### src/design/nrr_pkg.sv
// ----------------------------------------------------------------------------
// Round robin router package
// Shared sizes, codes and record types of the round robin router.
// ----------------------------------------------------------------------------
package nrr_pkg;

  localparam int NUM_INPUTS   = 4;
  localparam int NUM_OUTPUTS  = 4;
  localparam int NUM_TARGETS  = 16;
  localparam int PAYLOAD_BITS = 32;

  localparam int PORT_W   = 2;
  localparam int TGT_W    = 4;
  localparam int ACT_W    = 3;
  localparam int ROUTE_W  = 2 * NUM_TARGETS;
  localparam int KIND_W   = 2;
  localparam int CFG_IDX_W = 2;

  localparam logic [CFG_IDX_W-1:0] CFG_ROUTE_TABLE   = 2'd0;
  localparam logic [CFG_IDX_W-1:0] CFG_ACTIVE_INPUTS = 2'd1;

  localparam logic [ACT_W-1:0] ACTIVE_RESET = ACT_W'(NUM_INPUTS);

  typedef enum logic {
    OP_ARRIVAL = 1'b0,
    OP_STEP    = 1'b1
  } op_t;

  typedef enum logic [KIND_W-1:0] {
    KIND_ARRIVAL = 2'd0,
    KIND_FWD     = 2'd1,
    KIND_NONE    = 2'd2
  } kind_t;

  // One classified item as it waits between the front and the back.
  typedef struct packed {
    op_t                     op;
    logic [PORT_W-1:0]       in_port;
    logic [TGT_W-1:0]        target;
    logic [PAYLOAD_BITS-1:0] payload;
    logic                    is_forward;
    logic [NUM_OUTPUTS-1:0]  out_ready;
    logic [PORT_W-1:0]       dest_port;
    logic                    port_ok;
  } cmd_t;

  // Contents of one input buffer slot.
  typedef struct packed {
    logic [PAYLOAD_BITS-1:0] payload;
    logic [TGT_W-1:0]        target;
    logic                    dir;
  } flit_t;

  typedef struct packed {
    kind_t                   kind;
    logic                    accepted;
    logic [PORT_W-1:0]       out_port;
    logic [PORT_W-1:0]       src_port;
    logic [TGT_W-1:0]        dest_target;
    logic [PAYLOAD_BITS-1:0] data_out;
    logic                    forward_dir;
    logic                    last;
  } result_t;

  // Queue occupancy seen by the front.
  typedef struct packed {
    logic full;
    logic empty;
  } q_status_t;

endpackage

### src/design/nrr_in_if.sv
// ----------------------------------------------------------------------------
// Router input channel
// Valid/ready channel carrying arrival and step items.
// ----------------------------------------------------------------------------
interface nrr_in_if;
  logic                            valid;
  logic                            ready;
  logic                            op;
  logic [nrr_pkg::PORT_W-1:0]      in_port;
  logic [nrr_pkg::TGT_W-1:0]       target;
  logic [nrr_pkg::PAYLOAD_BITS-1:0] payload;
  logic                            is_forward;
  logic [nrr_pkg::NUM_OUTPUTS-1:0] out_ready;

  modport source (output valid, op, in_port, target, payload, is_forward, out_ready,
                  input ready);
  modport sink   (input valid, op, in_port, target, payload, is_forward, out_ready,
                  output ready);
endinterface

### src/design/nrr_out_if.sv
// ----------------------------------------------------------------------------
// Router result channel
// Valid/ready channel carrying one result item per transfer.
// ----------------------------------------------------------------------------
interface nrr_out_if;
  logic                             valid;
  logic                             ready;
  logic [nrr_pkg::KIND_W-1:0]       kind;
  logic                             accepted;
  logic [nrr_pkg::PORT_W-1:0]       out_port;
  logic [nrr_pkg::PORT_W-1:0]       src_port;
  logic [nrr_pkg::TGT_W-1:0]        dest_target;
  logic [nrr_pkg::PAYLOAD_BITS-1:0] data_out;
  logic                             forward_dir;
  logic                             last;

  modport source (output valid, kind, accepted, out_port, src_port, dest_target,
                  data_out, forward_dir, last, input ready);
  modport sink   (input valid, kind, accepted, out_port, src_port, dest_target,
                  data_out, forward_dir, last, output ready);
endinterface

### src/design/nrr_cfg_if.sv
// ----------------------------------------------------------------------------
// Router configuration channel
// Valid/ready register write channel: register index and write data.
// ----------------------------------------------------------------------------
interface nrr_cfg_if;
  logic                            valid;
  logic                            ready;
  logic [nrr_pkg::CFG_IDX_W-1:0]   reg_index;
  logic [nrr_pkg::ROUTE_W-1:0]     wdata;

  modport source (output valid, reg_index, wdata, input ready);
  modport sink   (input valid, reg_index, wdata, output ready);
endinterface

### src/design/nrr_front.sv
// ----------------------------------------------------------------------------
// Router front end
// Accepts items, resolves route and port activity, and pushes them queued.
// ----------------------------------------------------------------------------
module nrr_front (
  nrr_in_if.sink                     in_ch,
  input  logic [nrr_pkg::ROUTE_W-1:0] route_table,
  input  logic [nrr_pkg::ACT_W-1:0]   act_eff,
  input  nrr_pkg::q_status_t          q_status,
  output logic                        push,
  output nrr_pkg::cmd_t               push_cmd
);
  import nrr_pkg::*;

  logic [TGT_W-1:0] tgt_idx;

  assign in_ch.ready = !q_status.full;
  assign push        = in_ch.valid && !q_status.full;

  // Sixteen targets: the four target bits index the table directly.
  assign tgt_idx = in_ch.target;

  always_comb begin
    push_cmd            = '0;
    push_cmd.op         = op_t'(in_ch.op);
    push_cmd.in_port    = in_ch.in_port;
    push_cmd.target     = in_ch.target;
    push_cmd.payload    = in_ch.payload;
    push_cmd.is_forward = in_ch.is_forward;
    push_cmd.out_ready  = in_ch.out_ready;
    push_cmd.dest_port  = route_table[{tgt_idx, 1'b0} +: PORT_W];
    push_cmd.port_ok    = ({1'b0, in_ch.in_port} < act_eff);
  end

endmodule

### src/design/nrr_queue.sv
// ----------------------------------------------------------------------------
// Router command queue
// Short register FIFO that decouples the front end from the back end.
// ----------------------------------------------------------------------------
module nrr_queue #(
  parameter int DEPTH = 2
) (
  input  logic               clk,
  input  logic               rst_n,
  input  logic               push,
  input  nrr_pkg::cmd_t      push_cmd,
  input  logic               pop,
  output logic               head_valid,
  output nrr_pkg::cmd_t      head,
  output nrr_pkg::q_status_t q_status
);
  import nrr_pkg::*;

  localparam int PTR_W = (DEPTH > 1) ? $clog2(DEPTH) : 1;
  localparam int CNT_W = $clog2(DEPTH + 1);

  cmd_t             mem_r [DEPTH];
  logic [PTR_W-1:0] wr_ptr_r, wr_ptr_nxt;
  logic [PTR_W-1:0] rd_ptr_r, rd_ptr_nxt;
  logic [CNT_W-1:0] count_r, count_nxt;
  logic             do_push;
  logic             do_pop;

  assign q_status.full  = (count_r == CNT_W'(DEPTH));
  assign q_status.empty = (count_r == '0);
  assign head_valid     = !q_status.empty;
  assign head           = mem_r[rd_ptr_r];

  assign do_push = push && !q_status.full;
  assign do_pop  = pop && !q_status.empty;

  always_comb begin
    wr_ptr_nxt = wr_ptr_r;
    rd_ptr_nxt = rd_ptr_r;
    count_nxt  = count_r;
    if (do_push) begin
      wr_ptr_nxt = (wr_ptr_r == PTR_W'(DEPTH - 1)) ? '0 : wr_ptr_r + PTR_W'(1);
    end
    if (do_pop) begin
      rd_ptr_nxt = (rd_ptr_r == PTR_W'(DEPTH - 1)) ? '0 : rd_ptr_r + PTR_W'(1);
    end
    if (do_push && !do_pop) begin
      count_nxt = count_r + CNT_W'(1);
    end else if (do_pop && !do_push) begin
      count_nxt = count_r - CNT_W'(1);
    end
  end

  always_ff @(posedge clk) begin
    if (!rst_n) begin
      wr_ptr_r <= '0;
      rd_ptr_r <= '0;
      count_r  <= '0;
    end else begin
      wr_ptr_r <= wr_ptr_nxt;
      rd_ptr_r <= rd_ptr_nxt;
      count_r  <= count_nxt;
    end
  end

  always_ff @(posedge clk) begin
    if (do_push) begin
      mem_r[wr_ptr_r] <= push_cmd;
    end
  end

  a_count_bound : assert property (@(posedge clk) disable iff (!rst_n)
    count_r <= CNT_W'(DEPTH))
    else $error("queue count above depth");

  a_count_up : assert property (@(posedge clk) disable iff (!rst_n)
    do_push && !do_pop |=> count_r == $past(count_r) + CNT_W'(1))
    else $error("queue count did not follow a push");

  a_pop_nonempty : assert property (@(posedge clk) disable iff (!rst_n)
    pop |-> head_valid)
    else $error("back end popped an empty queue");

endmodule

### src/design/nrr_back.sv
// ----------------------------------------------------------------------------
// Router back end
// Holds the input slots and pointers, arbitrates and emits result items.
// ----------------------------------------------------------------------------
module nrr_back (
  input  logic                      clk,
  input  logic                      rst_n,
  input  logic [nrr_pkg::ACT_W-1:0] act_eff,
  input  logic                      head_valid,
  input  nrr_pkg::cmd_t             head,
  output logic                      pop,
  nrr_out_if.source                 out_ch
);
  import nrr_pkg::*;

  logic [NUM_INPUTS-1:0]  full_r, full_nxt;
  flit_t                  slot_r [NUM_INPUTS];
  logic [PORT_W-1:0]      dest_r [NUM_INPUTS];
  logic [PORT_W-1:0]      ptr_r  [NUM_OUTPUTS];
  logic                   step_busy_r, step_busy_nxt;
  logic [NUM_OUTPUTS-1:0] rem_r, rem_nxt;
  logic                   out_valid_r, out_valid_nxt;
  result_t                res_r, res_nxt;

  logic [NUM_OUTPUTS-1:0] gnt_vld;
  logic [PORT_W-1:0]      gnt_src [NUM_OUTPUTS];
  logic [NUM_OUTPUTS-1:0] mask;
  logic [NUM_OUTPUTS-1:0] avail;
  logic [NUM_OUTPUTS-1:0] sel_hot;
  logic [PORT_W-1:0]      sel_out;
  logic [PORT_W-1:0]      sel_src;
  logic                   more;
  logic                   can_emit;
  logic                   arr_ok;
  logic                   load_slot;
  logic                   ptr_we;
  logic [PORT_W-1:0]      ptr_wval;
  logic                   emit_fwd;

  function automatic logic [PORT_W-1:0] rr_mod(input logic [PORT_W-1:0] v,
                                               input logic [ACT_W-1:0]  m);
    logic [ACT_W-1:0] r;
    r = {1'b0, v};
    for (int k = 0; k < NUM_INPUTS; k++) begin
      if (r >= m) begin
        r = r - m;
      end
    end
    return r[PORT_W-1:0];
  endfunction

  // Per output port round robin: the first full, active slot routed here,
  // scanning upward from the pointer. Outputs never compete for a slot.
  always_comb begin
    logic [PORT_W-1:0] start;
    logic [PORT_W-1:0] p;
    for (int o = 0; o < NUM_OUTPUTS; o++) begin
      start      = rr_mod(ptr_r[o], act_eff);
      gnt_vld[o] = 1'b0;
      gnt_src[o] = '0;
      for (int i = NUM_INPUTS - 1; i >= 0; i--) begin
        p = start + PORT_W'(i);
        if (full_r[p] && (dest_r[p] == PORT_W'(o)) && ({1'b0, p} < act_eff)) begin
          gnt_vld[o] = 1'b1;
          gnt_src[o] = p;
        end
      end
    end
  end

  assign mask  = step_busy_r ? rem_r : head.out_ready;
  assign avail = mask & gnt_vld;

  always_comb begin
    sel_out = '0;
    for (int o = NUM_OUTPUTS - 1; o >= 0; o--) begin
      if (avail[o]) begin
        sel_out = PORT_W'(o);
      end
    end
  end

  assign sel_hot  = NUM_OUTPUTS'(1) << sel_out;
  assign sel_src  = gnt_src[sel_out];
  assign more     = |(avail & ~sel_hot);
  assign can_emit = !out_valid_r || out_ch.ready;
  assign arr_ok   = head.port_ok && !full_r[head.in_port];
  assign ptr_wval = ({1'b0, sel_src} + ACT_W'(1) == act_eff) ? '0 : sel_src + PORT_W'(1);

  always_comb begin
    full_nxt      = full_r;
    step_busy_nxt = step_busy_r;
    rem_nxt       = rem_r;
    out_valid_nxt = out_valid_r && !out_ch.ready;
    res_nxt       = res_r;
    pop           = 1'b0;
    load_slot     = 1'b0;
    ptr_we        = 1'b0;
    emit_fwd      = 1'b0;
    if (head_valid && can_emit) begin
      out_valid_nxt = 1'b1;
      res_nxt       = '0;
      case (head.op)
        OP_ARRIVAL: begin
          res_nxt.kind     = KIND_ARRIVAL;
          res_nxt.accepted = arr_ok;
          res_nxt.last     = 1'b1;
          pop              = 1'b1;
          if (arr_ok) begin
            full_nxt[head.in_port] = 1'b1;
            load_slot              = 1'b1;
          end
        end
        OP_STEP: begin
          if (avail == '0) begin
            res_nxt.kind  = KIND_NONE;
            res_nxt.last  = 1'b1;
            pop           = 1'b1;
            step_busy_nxt = 1'b0;
          end else begin
            emit_fwd            = 1'b1;
            res_nxt.kind        = KIND_FWD;
            res_nxt.out_port    = sel_out;
            res_nxt.src_port    = sel_src;
            res_nxt.dest_target = slot_r[sel_src].target;
            res_nxt.data_out    = slot_r[sel_src].payload;
            res_nxt.forward_dir = slot_r[sel_src].dir;
            res_nxt.last        = !more;
            full_nxt[sel_src]   = 1'b0;
            ptr_we              = 1'b1;
            rem_nxt             = mask & ~sel_hot;
            step_busy_nxt       = more;
            pop                 = !more;
          end
        end
        default: begin
          pop = 1'b1;
        end
      endcase
    end
  end

  always_ff @(posedge clk) begin
    if (!rst_n) begin
      full_r      <= '0;
      step_busy_r <= 1'b0;
      rem_r       <= '0;
      out_valid_r <= 1'b0;
      for (int o = 0; o < NUM_OUTPUTS; o++) begin
        ptr_r[o] <= '0;
      end
    end else begin
      full_r      <= full_nxt;
      step_busy_r <= step_busy_nxt;
      rem_r       <= rem_nxt;
      out_valid_r <= out_valid_nxt;
      if (ptr_we) begin
        ptr_r[sel_out] <= ptr_wval;
      end
    end
  end

  always_ff @(posedge clk) begin
    res_r <= res_nxt;
    if (load_slot) begin
      slot_r[head.in_port].payload <= head.payload;
      slot_r[head.in_port].target  <= head.target;
      slot_r[head.in_port].dir     <= head.is_forward;
      dest_r[head.in_port]         <= head.dest_port;
    end
  end

  assign out_ch.valid       = out_valid_r;
  assign out_ch.kind        = res_r.kind;
  assign out_ch.accepted    = res_r.accepted;
  assign out_ch.out_port    = res_r.out_port;
  assign out_ch.src_port    = res_r.src_port;
  assign out_ch.dest_target = res_r.dest_target;
  assign out_ch.data_out    = res_r.data_out;
  assign out_ch.forward_dir = res_r.forward_dir;
  assign out_ch.last        = res_r.last;

  a_fwd_from_full : assert property (@(posedge clk) disable iff (!rst_n)
    emit_fwd |-> full_r[sel_src] && ({1'b0, sel_src} < act_eff))
    else $error("flit forwarded from an empty or inactive slot");

  a_fwd_frees_slot : assert property (@(posedge clk) disable iff (!rst_n)
    emit_fwd |=> !full_r[$past(sel_src)])
    else $error("forwarded slot still marked full");

  a_busy_on_step : assert property (@(posedge clk) disable iff (!rst_n)
    step_busy_r |-> head_valid && (head.op == OP_STEP))
    else $error("step in progress without a step item at the queue head");

  a_none_is_last : assert property (@(posedge clk) disable iff (!rst_n)
    out_valid_r && (res_r.kind == KIND_NONE || res_r.kind == KIND_ARRIVAL) |-> res_r.last)
    else $error("single result item without last");

endmodule

### src/design/noc_router_round_robin.sv
// ----------------------------------------------------------------------------
// Round robin crossbar router
// Four input slots, four output ports, per output round robin arbitration.
// ----------------------------------------------------------------------------
// The router takes one item per cycle on in_ch whenever its two-entry command
// queue has room. An arrival item (op 0) offers a flit on one input port; it
// is buffered when that port's single slot is empty and the port is below
// active_inputs, and its output port is looked up in route_table (two bits
// per target). A step item (op 1) carries a ready mask of the output ports.
// Each ready output, in ascending order, serves the first waiting flit routed
// to it, scanning the active inputs round robin from its pointer, then moves
// its pointer just past the winner. Every arrival yields exactly one result
// item; a step yields one forwarded flit per served output (up to four), or
// a single "nothing sent" item, and the final result of each item has last
// set. The result channel moves one item per cycle from an output register
// while out_ch is ready; an arrival yields one result and a step one per
// served output on that single port. The front end keeps accepting into the
// queue as the back end drains; back-to-back arrivals run at that rate too.
// Configuration is taken at any time through cfg_ch (always ready) but must
// only be written while the router is idle. An active_inputs value of zero
// acts as one, and values above four act as four.
// ----------------------------------------------------------------------------
module noc_router_round_robin #(
  parameter int QUEUE_DEPTH = 2
) (
  input logic       clk,
  input logic       rst_n,
  nrr_in_if.sink    in_ch,
  nrr_out_if.source out_ch,
  nrr_cfg_if.sink   cfg_ch
);
  import nrr_pkg::*;

  // Configuration registers.
  logic [ROUTE_W-1:0] route_table_r;
  logic [ACT_W-1:0]   active_inputs_r;
  logic [ACT_W-1:0]   act_eff;

  // Front to queue and queue to back.
  logic      push;
  cmd_t      push_cmd;
  q_status_t q_status;
  logic      head_valid;
  cmd_t      head;
  logic      pop;

  assign cfg_ch.ready = 1'b1;

  always_ff @(posedge clk) begin
    if (!rst_n) begin
      route_table_r   <= '0;
      active_inputs_r <= ACTIVE_RESET;
    end else if (cfg_ch.valid) begin
      case (cfg_ch.reg_index)
        CFG_ROUTE_TABLE:   route_table_r   <= cfg_ch.wdata;
        CFG_ACTIVE_INPUTS: active_inputs_r <= cfg_ch.wdata[ACT_W-1:0];
        default: ;
      endcase
    end
  end

  // Clamp the round robin modulus into 1..NUM_INPUTS.
  always_comb begin
    if (active_inputs_r == '0) begin
      act_eff = ACT_W'(1);
    end else if (active_inputs_r > ACT_W'(NUM_INPUTS)) begin
      act_eff = ACT_W'(NUM_INPUTS);
    end else begin
      act_eff = active_inputs_r;
    end
  end

  nrr_front u_front (
    .in_ch       (in_ch),
    .route_table (route_table_r),
    .act_eff     (act_eff),
    .q_status    (q_status),
    .push        (push),
    .push_cmd    (push_cmd)
  );

  nrr_queue #(
    .DEPTH (QUEUE_DEPTH)
  ) u_queue (
    .clk        (clk),
    .rst_n      (rst_n),
    .push       (push),
    .push_cmd   (push_cmd),
    .pop        (pop),
    .head_valid (head_valid),
    .head       (head),
    .q_status   (q_status)
  );

  nrr_back u_back (
    .clk        (clk),
    .rst_n      (rst_n),
    .act_eff    (act_eff),
    .head_valid (head_valid),
    .head       (head),
    .pop        (pop),
    .out_ch     (out_ch)
  );

endmodule
### src/flat_wrapper.sv
// flat-port wrapper written by rule: the top's interface ports become plain ports
module noc_router_round_robin_flat import nrr_pkg::*;
#(
  parameter int QUEUE_DEPTH = 2
)
  (clk, rst_n, in_ch_valid, in_ch_op, in_ch_in_port, in_ch_target, in_ch_payload, in_ch_is_forward, in_ch_out_ready, in_ch_ready, out_ch_valid, out_ch_kind, out_ch_accepted, out_ch_out_port, out_ch_src_port, out_ch_dest_target, out_ch_data_out, out_ch_forward_dir, out_ch_last, out_ch_ready, cfg_ch_valid, cfg_ch_reg_index, cfg_ch_wdata, cfg_ch_ready);
  nrr_in_if in_ch_i ();
  nrr_out_if out_ch_i ();
  nrr_cfg_if cfg_ch_i ();
  input logic clk;
  input logic rst_n;
  input wire logic [$bits(in_ch_i.valid)-1:0] in_ch_valid;
  input wire logic [$bits(in_ch_i.op)-1:0] in_ch_op;
  input wire logic [$bits(in_ch_i.in_port)-1:0] in_ch_in_port;
  input wire logic [$bits(in_ch_i.target)-1:0] in_ch_target;
  input wire logic [$bits(in_ch_i.payload)-1:0] in_ch_payload;
  input wire logic [$bits(in_ch_i.is_forward)-1:0] in_ch_is_forward;
  input wire logic [$bits(in_ch_i.out_ready)-1:0] in_ch_out_ready;
  output wire logic [$bits(in_ch_i.ready)-1:0] in_ch_ready;
  output wire logic [$bits(out_ch_i.valid)-1:0] out_ch_valid;
  output wire logic [$bits(out_ch_i.kind)-1:0] out_ch_kind;
  output wire logic [$bits(out_ch_i.accepted)-1:0] out_ch_accepted;
  output wire logic [$bits(out_ch_i.out_port)-1:0] out_ch_out_port;
  output wire logic [$bits(out_ch_i.src_port)-1:0] out_ch_src_port;
  output wire logic [$bits(out_ch_i.dest_target)-1:0] out_ch_dest_target;
  output wire logic [$bits(out_ch_i.data_out)-1:0] out_ch_data_out;
  output wire logic [$bits(out_ch_i.forward_dir)-1:0] out_ch_forward_dir;
  output wire logic [$bits(out_ch_i.last)-1:0] out_ch_last;
  input wire logic [$bits(out_ch_i.ready)-1:0] out_ch_ready;
  input wire logic [$bits(cfg_ch_i.valid)-1:0] cfg_ch_valid;
  input wire logic [$bits(cfg_ch_i.reg_index)-1:0] cfg_ch_reg_index;
  input wire logic [$bits(cfg_ch_i.wdata)-1:0] cfg_ch_wdata;
  output wire logic [$bits(cfg_ch_i.ready)-1:0] cfg_ch_ready;
  assign in_ch_i.valid = in_ch_valid;
  assign in_ch_i.op = in_ch_op;
  assign in_ch_i.in_port = in_ch_in_port;
  assign in_ch_i.target = in_ch_target;
  assign in_ch_i.payload = in_ch_payload;
  assign in_ch_i.is_forward = in_ch_is_forward;
  assign in_ch_i.out_ready = in_ch_out_ready;
  assign in_ch_ready = in_ch_i.ready;
  assign out_ch_valid = out_ch_i.valid;
  assign out_ch_kind = out_ch_i.kind;
  assign out_ch_accepted = out_ch_i.accepted;
  assign out_ch_out_port = out_ch_i.out_port;
  assign out_ch_src_port = out_ch_i.src_port;
  assign out_ch_dest_target = out_ch_i.dest_target;
  assign out_ch_data_out = out_ch_i.data_out;
  assign out_ch_forward_dir = out_ch_i.forward_dir;
  assign out_ch_last = out_ch_i.last;
  assign out_ch_i.ready = out_ch_ready;
  assign cfg_ch_i.valid = cfg_ch_valid;
  assign cfg_ch_i.reg_index = cfg_ch_reg_index;
  assign cfg_ch_i.wdata = cfg_ch_wdata;
  assign cfg_ch_ready = cfg_ch_i.ready;
  noc_router_round_robin #(.QUEUE_DEPTH(QUEUE_DEPTH)) u_core (.clk(clk), .rst_n(rst_n), .in_ch(in_ch_i), .out_ch(out_ch_i), .cfg_ch(cfg_ch_i));
endmodule
### config.mk
export PLATFORM = sky130hd
export DESIGN_NAME = noc_router_round_robin_flat
export DESIGN_NICKNAME = d
export VERILOG_FILES = /design/src/design/nrr_pkg.sv /design/src/design/nrr_in_if.sv /design/src/design/nrr_out_if.sv /design/src/design/nrr_cfg_if.sv /design/src/design/nrr_front.sv /design/src/design/nrr_queue.sv /design/src/design/nrr_back.sv /design/src/design/noc_router_round_robin.sv /design/src/flat_wrapper.sv
export SDC_FILE = /design/constraint.sdc
export NUM_CORES = 1
export LEC_CHECK = 0
export BUFFER_PORTS_ARGS = -buffer_cell sky130_fd_sc_hd__buf_2
export CORE_MARGIN = 2
export CORE_UTILIZATION = 55
export CTS_CLUSTER_DIAMETER = 150
export CTS_CLUSTER_SIZE = 28
export DETAILED_ROUTE_END_ITERATION = 12
export GPL_TIMING_DRIVEN = 0
export PLACE_DENSITY = 0.84
export SYNTH_ARGS = -nofsm -noshare
export SYNTH_HDL_FRONTEND = slang
export SYNTH_SLANG_ARGS = --single-unit
### constraint.sdc
create_clock -name clk -period 11.78 [get_ports clk]
set_input_delay 2.356 -clock clk [delete_from_list [all_inputs] [get_ports clk]]
set_output_delay 2.356 -clock clk [all_outputs]
set_load 0.05 [all_outputs]
Word level (Yosys, flattened, before mapping):

Memories as Yosys holds them, arrays and structs flattened. A register that Yosys moved wholly into a read port is not among the register bits.
Cells that the tools add are included.

* divide/modulo/power cells: 0
* reductions and logical operators: 68
* bitwise operators: 10
* mux-type cells: 130
* $add $sub $neg: 34
* $lt $le $gt $ge: 55
* eq/ne operators: 17
* shift-type cells: 2
* multiply operators: 0

Operators with widths (number)
* 2-bit 2-to-1 mux: 32
* 1-bit 2-to-1 mux: 58
* 2-bit by 3-bit < comparator with 1-bit output (second input constant): 18
* 2-bit by 3-bit < comparator with 1-bit output: 17
* 1-bit logical AND: 42
* 3-bit 2-to-1 mux: 14
* 3-bit greater-or-equal comparator: 12
* 1-bit binary-select mux with 2-bit select: 17
* 32-bit by 6-bit indexed part select with 2-bit output: 1
* 3-bit subtractor: 8
* 2-bit equality test (second input constant): 9
* 2-bit adder (second input constant): 8
* 4-bit bitwise AND: 4
* 2-bit by 1-bit adder with 2-bit output (second input constant): 6
* 2-bit by 3-bit greater-or-equal comparator with 1-bit output: 4
* 2-bit logical NOT: 6
* 4-bit 2-to-1 mux: 3
* 2-bit by 3-bit subtractor with 3-bit output: 4
* 2-bit by 1-bit equality test with 1-bit output (second input constant): 5
* 1-bit logical NOT: 8
* 4-bit inverter: 2
* 4-bit one-hot mux with 2 select lines: 1
* 2-bit subtractor: 4
* 2-bit AND reduction: 3
* other kinds (23): 30

* word-level logic and storage cells: 334
* bits in registers: 57
* memory bits (writable): 258
* memories: 4
* memory bits (read-only): 0
* input bits: 83
* latch bits: 0

Memory list
* u_core.u_back.slot_r: depth 4, bits a word 37, read ports 1, clocked after memory_dff 1, write ports 1, line nrr_back.sv:17 `flit_t slot_r [NUM_INPUTS];`
* u_core.u_queue.mem_r: depth 2, bits a word 47, read ports 1, clocked after memory_dff 1, write ports 1, line nrr_queue.sv:22 `cmd_t mem_r [DEPTH];`
* u_core.u_back.dest_r: depth 4, bits a word 2, read ports 16, clocked after memory_dff 0, write ports 1, line nrr_back.sv:18 `logic [PORT_W-1:0] dest_r [NUM_INPUTS];`
* u_core.u_back.ptr_r: depth 4, bits a word 2, read ports 4, clocked after memory_dff 0, write ports 4, line nrr_back.sv:19 `logic [PORT_W-1:0] ptr_r [NUM_OUTPUTS];`

Longest topological paths before layout:

Gate-level depths: netlist of the first run.

* depth after elaboration: 37
* gate-level depth with buffers: 50
* depth with buffers taken out: 45

By module:

A second synthesis of the first run with hierarchy kept.

* cells, all modules: 1421
* area, all modules: 18197.5 µm²

Modules (own cells, without submodules)
* nrr_back: area an instance 12448.2 µm², cells an instance 1020, times used 1
* nrr_queue: area an instance 3636.0 µm², cells an instance 172, times used 1
* noc_router_round_robin: area an instance 1470.2 µm², cells an instance 157, times used 1
* nrr_front: area an instance 643.1 µm², cells an instance 72, times used 1

Least setup slack after synthesis of the first run:

Ideal clock, no wire load.

* kind: reg-to-reg
* start point: register u_core.active_inputs_r[2]
* end point: memory u_core.u_back.ptr_r[0][0], data pin
* period minus slack after synthesis: 10441 ps
* setup slack: 1339 ps
* arrival: 10178 ps
* library setup time: 263 ps
* stages on the path, launching flop included: 42
* cell sequence: dfxtp_1 -> buf_4 -> inv_2 -> clkbuf_1 -> nand2_1 -> fa_1 -> inv_1 -> o31ai_1 -> ha_1 -> a21o_1 -> a21oi_2 -> mux2i_1 -> inv_1 -> ha_1 -> nand2b_1 -> a21o_1 -> a21oi_1 -> nor2_1 -> [6 not listed] -> a221oi_4 -> buf_6 -> xnor2_1 -> ha_1 -> o21a_1 -> o21ai_1 -> and2_4 -> o41ai_4 -> nand2_2 -> or3_4 -> o211ai_4 -> inv_2 -> ha_1 -> xnor2_1 -> o31ai_1 -> nand2_1 -> nand4_1 -> nor2_1

RTL lines
* start: declaration: line noc_router_round_robin.sv:36 `logic [ACT_W-1:0] active_inputs_r;`
* start signal: assignment: line noc_router_round_robin.sv:56 `CFG_ACTIVE_INPUTS: active_inputs_r <= cfg_ch.wdata[ACT_W-1:0];`
* end: declaration: line nrr_back.sv:19

==> flow_summary_export.csv, run 1 <==
group,metric,value,unit
logic_synthesis,synth_edf_count,303,
status,status,"finished clean",
sta,fmax,90.92,MHz
setup_path,crit_required,12.06,ns
clocking,clkTransAtPathRegs,0.12,ns
cells_and_area,final_cells,1976,
logic_synthesis,ys_async_sr_fraction,0,%
setup_path,critical_path.max_fanout,25,
sta,fin_tns_setup,0,ns
logic_synthesis,syn-num-nets,1552,
grt,antenna_found_initial,7,
sta,fin_crit_sh,93.37,%
cells_and_area,fin_nets,1715,
pwr,ir_drop,0.1822,mV
route,drc,0,
sta,setup_viol,0,
floorplan,ioPinCount,131,
clocking,cts_tree,"built",
logic_synthesis,avgSynthCellArea,12.73,sq um
logic_synthesis,ys_seq_area_share,56.81,%
clocking,clock-root-buffer,"clkbuf_16",
route,routed_via_density,6.232,
route,dr.pass1.iters,5,
placed_design,io_buffers,128,
placed_design,place_hpwl,28750,microns
sta,hold_slack,0.4679,ns
floorplan,fp.coreArea,31720,sq um
pwr,power_leakage,7.281,nW
setup_path,worst_path_largest_cell_delay,0.57,ns
sta,min_period,11.00,ns
sta,slew_violations,0,
setup_path,cp.arrival,11.27,ns
floorplan,fp.dieW,183.8,microns
setup_path,crit_type,"reg -> reg",
grt,overflow,0,
grt,grt_max_degree,30,
grt,grt_pass1_vias,12030,
logic_synthesis,synth_warnings,0,
clocking,cts_hold_buf,0,
logic_synthesis,synth_area,17780,sq um
placed_design,dp_cells,1936,
clocking,cts_sinks,353,
grt,grt_use_total,23.93,%
floorplan,dieArea,33780,sq um
setup_path,worstSetupEndpointType,"register",
route,antenna_left,0,
logic_synthesis,synthFlopType,"edfxtp_1",
logic_synthesis,synthDistinctLibCells,96,
route,wire_per_inst,20.63,microns
logic_synthesis,synthTopCellsByArea,"edfxtp_1, dfxtp_1, ha_1",
worst_hold_path,hp-class,"reg -> reg",
floorplan,num_rows,65,
clocking,h-tree-depth,1,
placed_design,place.gp.congestion,0.9117,
floorplan,start_util,56.05,%
route,first_iter_violations,1007,
grt,grt_pass1_wl,63270,microns
clocking,clk-insertion-delay-late,0.52,ns
logic_synthesis,ys_ff_latch,353,
logic_synthesis,syn_inst,1397,
route,wl,40760,microns
sta,fin_skew,0.02012,ns
logic_synthesis,yosys.area.top_type_share,51.18,%
floorplan,die_y,183.8,microns
setup_path,cp_common_cell,"ha_1",
setup_path,slowest_stage,"or4_1",
cells_and_area,area_growth,11.08,%
clocking,clockBufferDepth,3,
sta,worst_slew_pin_slew,0.8074,ns
sta,final_hold_viol_count,0,
flow_run,drv_cap,0,
setup_path,cp-start-kind,"register",
clocking,numCtsBuffers,16,
logic_synthesis,synth_top_area_cell,"edfxtp_1",
pwr,finalPower,4.193,mW
route,vias,12320,
cells_and_area,drive_gt1_share,20.06,%
sta,timing.slew.headroom,46.18,%
pwr,power.density,212.3,nW/um^2
==> kinds of logic (layout without fill, tap and decap cells) <==
family	Yosys count	after routing	synth area share (%)
compound gates	345	345	15.34
xor+xnor	17	17	0.8375
fa+ha+maj	72	72	5.574
buf+inv	109	282	2.681
flops	353	353	56.81
mux	125	125	8.354
other cells	1	5	0.02109
simple gates	375	375	10.38
==> final cells by class <==
type                       instances  area [sq um]
tap                              402         503.0
clock inverter                     1         16.27
multi-input combinational        935          7283
antenna                            4         10.01
clock buffer                      27         462.9
inverter                          57         214.0
timing repair buffer             145         888.4
buffer                            52         271.5
fill                            2387         11970
sequential                       353         10100
==> placed cells by master, fill, tap and decap left out, drive strengths merged, types with 19 or more instances in the layout <==
cell type and n:
mux2i 64, nor2 98, nand2b 20, mux2 47, a211oi 19, nor3 30, a21boi 40, buf 173
ha 60, o21ai 44, dfxtp 50, a221o 37, inv 57, a21oi 50, nand2 122, edfxtp 303
clkbuf 51
==> per-layer routing <==
| layer | global-route usage [%] | wire (microns) |
|---|---|---|
| met5 | 0 | 41 |
| met4 | 8.448 | 1010 |
| met2 | 40.74 | 20010 |
| met3 | 3.249 | 2805 |
| met1 | 31.64 | 16900 |
==> what timing repair did <==
action	in CTS	in global routing
endpoints found under the setup margin	23	47
resized for setup	5	12
pin swaps	0	1
cloned	0	0
setup buffers	0	8
==> state kept, by name, summed over array words and instances (netlist names), 2 cells and up, named ones only <==
signal                            cells
u_core.u_queue.mem_r                 94
u_core.u_back.ptr_r                   8
u_core.u_queue.count_r                2
u_core.u_back.full_r                  4
u_core.u_back.slot_r                148
u_core.u_back.out_ch.out_port         2
u_core.u_back.out_ch.kind             2
u_core.active_inputs_r                3
u_core.u_back.out_ch.dest_target      4
u_core.u_back.dest_r                  8
u_core.u_back.out_ch.data_out        32
u_core.u_back.rem_r                   4
u_core.u_back.out_ch.src_port         2
u_core.route_table_r                 32
==> metrics by stage <==
step / setup WS, ns / cell area [sq um] / util [%]
after floorplan: 1.339 / 17780 / -
after global placement: -1.146 / 18920 / 59.66
after detailed placement: -0.4617 / 19150 / 60.36
after CTS: 0.02221 / 19630 / 61.88
after global routing: -0.01602 / 19750 / 62.26
final: 0.7813 / 19750 / 62.26
==> power by group <==
group / internal [mW] / switching [mW] / leakage (nW) / total (mW)
Clock: 0.276 / 0.361 / 0.228 / 0.637
Sequential: 1.67 / 0.0834 / 3.22 / 1.76
Combinational: 0.616 / 1.18 / 3.84 / 1.80
==> cells in the mapped netlist (13+ instances only) <==
library cell and instances:
a21o_1 18, nand3_1 13, nor2b_1 17, and2_1 17, a21boi_0 40, nor3_1 28
a221o_1 37, o21a_1 14, nand2_1 120, ha_1 60, mux2i_1 64, edfxtp_1 303
o21ai_0 33, a21oi_1 47, mux2_2 47, a31oi_1 13, buf_2 15, mux4_2 14
nand2b_1 20, clkbuf_1 24, nor2_1 98, dfxtp_1 50, a211oi_1 13, inv_1 52
==> final timing paths <==
path	startpoint	to	cells past startpoint	slack (ns)
max	u_core.active_inputs_r[2]	u_core.u_back.ptr_r[0][0]	42	0.78
min	u_core.route_table_r[13]	u_core.route_table_r[13]	2	0.47
max reg2reg	u_core.active_inputs_r[2]	u_core.u_back.ptr_r[0][0]	42	0.78
min reg2reg	u_core.route_table_r[13]	u_core.route_table_r[13]	2	0.47
==> worst max-delay path: cells and delay by family, from the launching register on <==
family          cells  cell delay, ns
flops               1            0.36
buf+inv             7            1.55
xor+xnor            1            0.18
simple gates       13            2.59
mux                 1            0.28
fa+ha+maj           6            2.14
compound gates     14            3.60
(Power assumes the default switching activity.)
==> inputs of run 2 (changes only) <==
--- a/config.mk
+++ b/config.mk
@@ -7,12 +7,12 @@
 export LEC_CHECK = 0
 export BUFFER_PORTS_ARGS = -buffer_cell sky130_fd_sc_hd__buf_2
 export CORE_MARGIN = 2
-export CORE_UTILIZATION = 55
+export CORE_UTILIZATION = 50
 export CTS_CLUSTER_DIAMETER = 150
 export CTS_CLUSTER_SIZE = 28
 export DETAILED_ROUTE_END_ITERATION = 12
 export GPL_TIMING_DRIVEN = 0
-export PLACE_DENSITY = 0.84
+export PLACE_DENSITY = 0.78
 export SYNTH_ARGS = -nofsm -noshare
 export SYNTH_HDL_FRONTEND = slang
 export SYNTH_SLANG_ARGS = --single-unit
==> run 2 against run 1 <==
Net effect: maximum frequency increased by 0.67%; clock-buffer cell count down 7; clock skew is 0.011 ns higher; critical path depth increased by 4; setup slack better by 0.074 ns; total power shrank 1.2%; flip-flop and latch count is the same; die area up 9.8%.
==> flow_summary_export.csv, run 2 (synthesized netlist as in run 1, its figures left out) <==
group,metric,value,unit
sta,worst_slew_pin_slew,0.8471,ns
sta,timing.slew.headroom,43.05,%
cells_and_area,final_common_cell,"edfxtp_1",
clocking,cts_hold_buf,0,
sta,final_hold_viol_count,0,
route,wl_met3,2197,microns
placed_design,place.gp.congestion,0.8638,
grt,grt_use_total,21.64,%
grt,grt_pass1_vias,11710,
clocking,clk-insertion-delay-late,0.52,ns
setup_path,cp.arrival,11.19,ns
route,wire_per_inst,20.03,microns
flow_run,drv_cap,0,
grt,grt_max_degree,35,
sta,rsz0062_at_grt,"false",
placed_design,dp_cells,1994,
sta,fmax,91.53,MHz
setup_path,cp-start-kind,"register",
sta,setup_viol,0,
route,routed_via_density,5.982,
floorplan,ioPinCount,131,
cells_and_area,final_cells,2021,
setup_path,worst_path_largest_cell_delay,0.49,ns
clocking,cts_sinks,353,
cells_and_area,drive_gt1_share,20.22,%
setup_path,r2r-start,"u_core.active_inputs_r[1]",
setup_path,r2r_end,"u_core.u_back.ptr_r[0][0]",
sta,hold_slack,0.4701,ns
grt,overflow,0,
setup_path,worstSetupEndpointType,"register",
floorplan,dieArea,37080,sq um
cells_and_area,reg.largest.list,"u_core.u_back.slot_r (148), u_core.u_queue.mem_r (94)",
worst_hold_path,hp-start,"u_core.route_table_r[2]",
cells_and_area,fin_nets,1709,
floorplan,start_util,50.35,%
cells_and_area,layout_common_cells,"edfxtp_1, buf_2, nand2_1",
pwr,power.density,209.8,nW/um^2
route,wl,40490,microns
setup_path,crit_type,"reg -> reg",
pwr,power_frac_seq,42.0,%
route,vias,12090,
setup_path,slowest_stage,"fa_1",
pwr,p_int,2.540,mW
grt,antenna_found_initial,3,
setup_path,r2r_cells,46,
grt,grt_pass1_wl,62800,microns
floorplan,die_y,192.6,microns
route,antenna_left,0,
setup_path,startpoint,"u_core.active_inputs_r[1]",
route,routed-wl-met2,19990,microns
route,dr.pass1.iters,6,
setup_path,critical_path.max_fanout,19,
pwr,p_clk_share,15.1,%
clocking,cts_tree,"built",
floorplan,fp.dieW,192.6,microns
clocking,clockBufferDepth,3,
pwr,power_leakage,7.240,nW
worst_hold_path,hp-class,"reg -> reg",
floorplan,fp.coreArea,35310,sq um
setup_path,reg2reg_setup_slack,0.85,ns
pwr,ir_drop,0.1495,mV
clocking,h-tree-depth,1,
route,drc,0,
route,routedLengthMet1,17470,microns
cells_and_area,largest_reg_flops,148,
worst_hold_path,holdPathEnd,"u_core.route_table_r[2]",
cells_and_area,max_flop_register,"u_core.u_back.slot_r",
setup_path,crit_required,12.04,ns
pwr,combPwrFrac,42.9,%
worst_hold_path,min_path_cells,2,
sta,fin_skew,0.03101,ns
route,top_layer,"met5",
placed_design,io_buffers,128,
sta,slew_violations,0,
placed_design,place_hpwl,28780,microns
clocking,clock-root-buffer,"clkbuf_16",
sta,fin_crit_sh,92.74,%
route,first_iter_violations,1021,
clocking,clkTransAtPathRegs,0.11,ns
pwr,p_sw,1.603,mW
clocking,numCtsBuffers,16,
cells_and_area,area_growth,11.08,%
pwr,swShare,38.69,%
status,status,"finished clean",
pwr,finalPower,4.143,mW
floorplan,num_rows,69,
sta,min_period,10.93,ns
setup_path,cp_common_cell,"ha_1",
-- run 2: cell types whose count changed in the layout (fill, tap and decap cells not counted), sizes merged --
cell	change
clkbuf	-7
clkinvlp	+1
buf	-6
diode	-2
-- run 2: through the flow --
stage | instance area [sq um] | worst slack (ns) | setup TNS [ns] | util [%]
floorplan | 17780 | 1.339 | 0 | -
global placement | 19000 | -1.306 | -39.38 | 53.80
detailed placement | 19200 | -0.5365 | -3.537 | 54.38
CTS | 19660 | 0.04784 | 0 | 55.66
global route | 19750 | 0.01766 | 0 | 55.92
finish | 19750 | 0.8549 | 0 | 55.93
-- run 2: critical path, delay by kind of cell, from the launching register on --
family                     cells  cell delay [ns]
AOI/OAI and AO/OA             14             3.56
adders and majority gates      7             2.26
and+or+nand+nor               12             2.07
buffers and inverters         10             1.66
DFF                            1             0.39
muxes                          1             0.39
xor gates and xnor gates       2             0.35
-- run 2: timing repair --
action | 4_1_cts | 5_1_grt
pin swaps | 0 | 1
gates resized for setup | 4 | 16
buffers inserted | 0 | 3
endpoints found under the setup margin | 12 | 47
-- run 2: area by class of cell --
class	count	area, sq um
clock buffer	20	436.7
tap	461	576.8
buffer	52	271.5
timing repair buffer	139	830.8
clock inverter	2	16.27
sequential	353	10100
multi-input combinational	935	7298
inverter	57	214.0
antenna	2	5.005
fill	2810	15560
-- run 2: how the worst max path moves through the flow --
| stage | endpoint | slack (ns) | cells past startpoint |
|---|---|---|---|
| after detailed placement | u_core.u_back.ptr_r[2][0] | -0.54 | 46 |
| after global routing | u_core.u_back.ptr_r[1][0] | 0.02 | 46 |
| after floorplan | u_core.u_back.ptr_r[0][0] | 1.34 | 41 |
| after global placement | u_core.u_back.ptr_r[0][0] | -1.31 | 42 |
| final | u_core.u_back.ptr_r[0][0] | 0.85 | 46 |
| after CTS | u_core.u_back.ptr_r[0][0] | 0.05 | 46 |
-- run 2: per-layer routing --
layer  vias up  global-route usage, %
met5         -                      0
met4         4                  5.050
met1      5983                  29.37
met2       352                  37.41
met3        57                  2.437
li1       5694                      -
-- run 2: power by group through the flow --
stage / combinational, mW / sequential [mW] / clock (mW)
6_report: 1.78 / 1.74 / 0.624
5_1_grt: 1.92 / 1.76 / 0.676
4_1_cts: 1.76 / 1.74 / 0.638
3_5_place_dp: 1.75 / 1.77 / 0
3_3_place_gp: 1.68 / 1.78 / 0
2_1_floorplan: 1.01 / 2.05 / 0
==> inputs of run 3 (changes only) <==
--- a/config.mk
+++ b/config.mk
@@ -5,14 +5,15 @@
 export SDC_FILE = /design/constraint.sdc
 export NUM_CORES = 1
 export LEC_CHECK = 0
+export ABC_AREA = 1
 export BUFFER_PORTS_ARGS = -buffer_cell sky130_fd_sc_hd__buf_2
 export CORE_MARGIN = 2
-export CORE_UTILIZATION = 50
+export CORE_UTILIZATION = 30
 export CTS_CLUSTER_DIAMETER = 150
 export CTS_CLUSTER_SIZE = 28
 export DETAILED_ROUTE_END_ITERATION = 12
 export GPL_TIMING_DRIVEN = 0
-export PLACE_DENSITY = 0.78
+export PLACE_DENSITY = 0.55
 export SYNTH_ARGS = -nofsm -noshare
 export SYNTH_HDL_FRONTEND = slang
 export SYNTH_SLANG_ARGS = --single-unit
==> run 3 against run 2 <==
Net effect: utilization fell by 22 points; synthesized cell count rose by 36%; flip-flop and latch count did not move; critical path depth rose by 5; clock skew fell by 0.0032 ns; clock-buffer cell count rose by 1; die area rose by 68%; via count rose by 12%; final area rose by 3.9%; non-clock buffer count rose by 32; sequential share of layout area fell by 1.9 points; critical path type unchanged; critical endpoint is now u_core.u_back.ptr_r[0][1]; highest routed layer unchanged.
==> flow_summary_export.csv, run 3 <==
group,metric,value,unit
status,status,"finished clean",
logic_synthesis,synth.most_common_cell,"nand2_1",
logic_synthesis,ys_ff_latch,353,
logic_synthesis,ys_async_sr_fraction,0,%
setup_path,r2r-start,"u_core.active_inputs_r[2]",
sta,fin_tns_setup,0,ns
floorplan,die_y,249.9,microns
placed_design,place.gp.congestion,0.8759,
clocking,cts_sinks,353,
floorplan,dieArea,62440,sq um
logic_synthesis,yosys.area_share.adder,5.464,%
route,dr.pass1.iters,5,
placed_design,place_hpwl,35240,microns
logic_synthesis,syn_inst,1894,
setup_path,cp_common_cell,"nand2_1",
route,drc,0,
logic_synthesis,synthTopCellsByArea,"edfxtp_1, nand2_1, inv_1",
floorplan,fp.coreArea,60020,sq um
logic_synthesis,ys_seq_area_share,55.69,%
setup_path,cp-start-kind,"register",
cells_and_area,antenna_cells,0,
cells_and_area,register_area,10100,sq um
floorplan,start_util,30.22,%
route,vias,13530,
route,wl,47760,microns
cells_and_area,area_growth,13.14,%
cells_and_area,max_flop_register,"u_core.u_back.slot_r",
worst_hold_path,holdPathEnd,"u_core.route_table_r[2]",
worst_hold_path,hp-class,"reg -> reg",
clocking,cts_hold_buf,0,
setup_path,cp.arrival,10.92,ns
setup_path,reg2reg_setup_slack,1.17,ns
clocking,h-tree-depth,1,
logic_synthesis,yosys.area.top_type_share,50.17,%
sta,fmax,94.24,MHz
sta,fin_crit_sh,90.08,%
route,wire_per_inst,16.81,microns
clocking,ctsResizeCount,0,
setup_path,r2r_cells,51,
sta,timing.slew.headroom,12.49,%
route,antenna_left,0,
cells_and_area,fillCellCount,6105,
logic_synthesis,avgSynthCellArea,9.576,sq um
setup_path,r2r_end,"u_core.u_back.ptr_r[0][1]",
setup_path,worst_path_largest_cell_delay,1.00,ns
grt,grt_pass1_wl,73440,microns
sta,fin_skew,0.02783,ns
route,routed_via_density,4.762,
logic_synthesis,synth_warnings,0,
sta,worst_slew_pin_slew,1.313,ns
logic_synthesis,yosys.area_share.simple,19.84,%
clocking,numCtsBuffers,16,
sta,hold_slack,0.4848,ns
cells_and_area,multi_input_area,6579,sq um
floorplan,fp.dieW,249.9,microns
floorplan,num_rows,90,
setup_path,crit_type,"reg -> reg",
worst_hold_path,hp-start,"u_core.route_table_r[2]",
sta,slew_violations,0,
clocking,cts_tree,"built",
cells_and_area,largest_reg_flops,148,
cells_and_area,drive_gt1_share,15.15,%
grt,grt_max_degree,31,
setup_path,slowest_stage,"clkbuf_1",
clocking,clk-insertion-delay-late,0.54,ns
logic_synthesis,synth_compound_area_share,9.300,%
clocking,clkTransAtPathRegs,0.12,ns
grt,antenna_found_initial,1,
logic_synthesis,synthFlopType,"edfxtp_1",
setup_path,crit_required,12.08,ns
flow_run,drv_cap,0,
cells_and_area,final_common_cell,"nand2_1",
grt,grt_use_total,14.97,%
cells_and_area,fin_nets,2210,
logic_synthesis,synthDistinctLibCells,56,
grt,grt_pass1_vias,13200,
sta,setup_viol,0,
clocking,clock-root-buffer,"clkbuf_16",
logic_synthesis,synth_area,18140,sq um
placed_design,io_buffers,129,
cells_and_area,final_util,34.19,%
sta,rsz0062_at_grt,"false",
worst_hold_path,min_path_cells,2,
logic_synthesis,synth_top_area_cell,"edfxtp_1",
sta,final_hold_viol_count,0,
logic_synthesis,synthMuxAreaShare,0.4415,%
cells_and_area,reg.largest.list,"u_core.u_back.slot_r (148), u_core.u_queue.mem_r (94)",
logic_synthesis,synth_edf_count,303,
setup_path,worstSetupEndpointType,"register",
route,first_iter_violations,905,
floorplan,ioPinCount,131,
cells_and_area,layout_common_cells,"nand2_1, edfxtp_1, inv_1",
clocking,clockBufferDepth,3,
setup_path,critical_path.max_fanout,19,
logic_synthesis,netlist_top_cells_count,"nand2_1, edfxtp_1, inv_1",
logic_synthesis,syn-num-nets,2049,
clocking,cts_setup_buffers,0,
grt,overflow,0,
logic_synthesis,synthXorXnorAreaFrac,0.9521,%
sta,min_period,10.61,ns
logic_synthesis,synth_top_family_by_area,"simple AND/OR/NAND/NOR gates",
[run 3: changes by cell type in the layout (fill, tap and decap cells not counted), sizes merged, moves of 56 or more]
cell	previous run	this run
inv	57	289
mux2i	64	8
o21ai	44	131
nand2	122	431
nand4	5	82
nand3	14	125
[run 3: how the worst max path moves through the flow]
stage,end,slack [ns],startpoint,cells after the start
finish,u_core.u_back.ptr_r[0][1],1.17,u_core.active_inputs_r[2],51
global route,u_core.u_back.ptr_r[0][0],0.38,u_core.active_inputs_r[2],51
CTS,u_core.u_back.ptr_r[0][0],1.22,u_core.active_inputs_r[2],50
detailed placement,u_core.u_back.ptr_r[0][0],1.21,u_core.active_inputs_r[2],50
global placement,u_core.u_back.ptr_r[0][0],-0.15,u_core.active_inputs_r[2],45
floorplan,u_core.u_back.ptr_r[1][1],2.49,u_core.active_inputs_r[2],46
[run 3: metal layers]
layer	track usage (%)	share of wire (%)	wire length (microns)
met4	3.890	2.2	1039
met5	0	0.027	13
met1	19.35	45	21300
met2	26.50	49	23380
met3	1.721	4.2	2025
[run 3: cell families after synthesis]
family,Yosys count
and+or+nand+nor,791
buffers and inverters,370
DFF,353
AOI/OAI and AO/OA,281
adders and majority gates,72
xor gates and xnor gates,18
muxes,8
other,1
[run 3: stage by stage]
stage                     cells  instance area, sq um  setup WS (ns)
after floorplan            1894                 18140          2.487
after global placement     2805                 19760        -0.1466
after detailed placement   2819                 20060          1.210
after CTS                  2841                 20520          1.224
after global routing       2841                 20520         0.3765
final                      2841                 20520          1.169
[run 3: area by class of cell]
| cell class | instances | area share, % |
|---|---|---|
| well taps | 782 | 4.769 |
| plain buffers | 80 | 2.031 |
| repair buffers | 143 | 4.384 |
| clock buffers | 21 | 2.146 |
| inverters | 290 | 5.305 |
| clock inverters | 1 | 0.07927 |
| flip-flops and latches | 353 | 49.22 |
| multi-input cells | 1171 | 32.06 |
[run 3: critical path, delay by kind of cell (launching register included)]
family	cells	cell delay (ns)
buffers and inverters	11	2.68
adders and majority gates	7	2.50
AOI/OAI and AO/OA	14	2.40
and+or+nand+nor	17	1.93
xor gates and xnor gates	2	0.43
DFF	1	0.39
Power of run 3 is not shown: default switching activity piles up to over one toggle a cycle in this logic, so the estimate is an artifact.
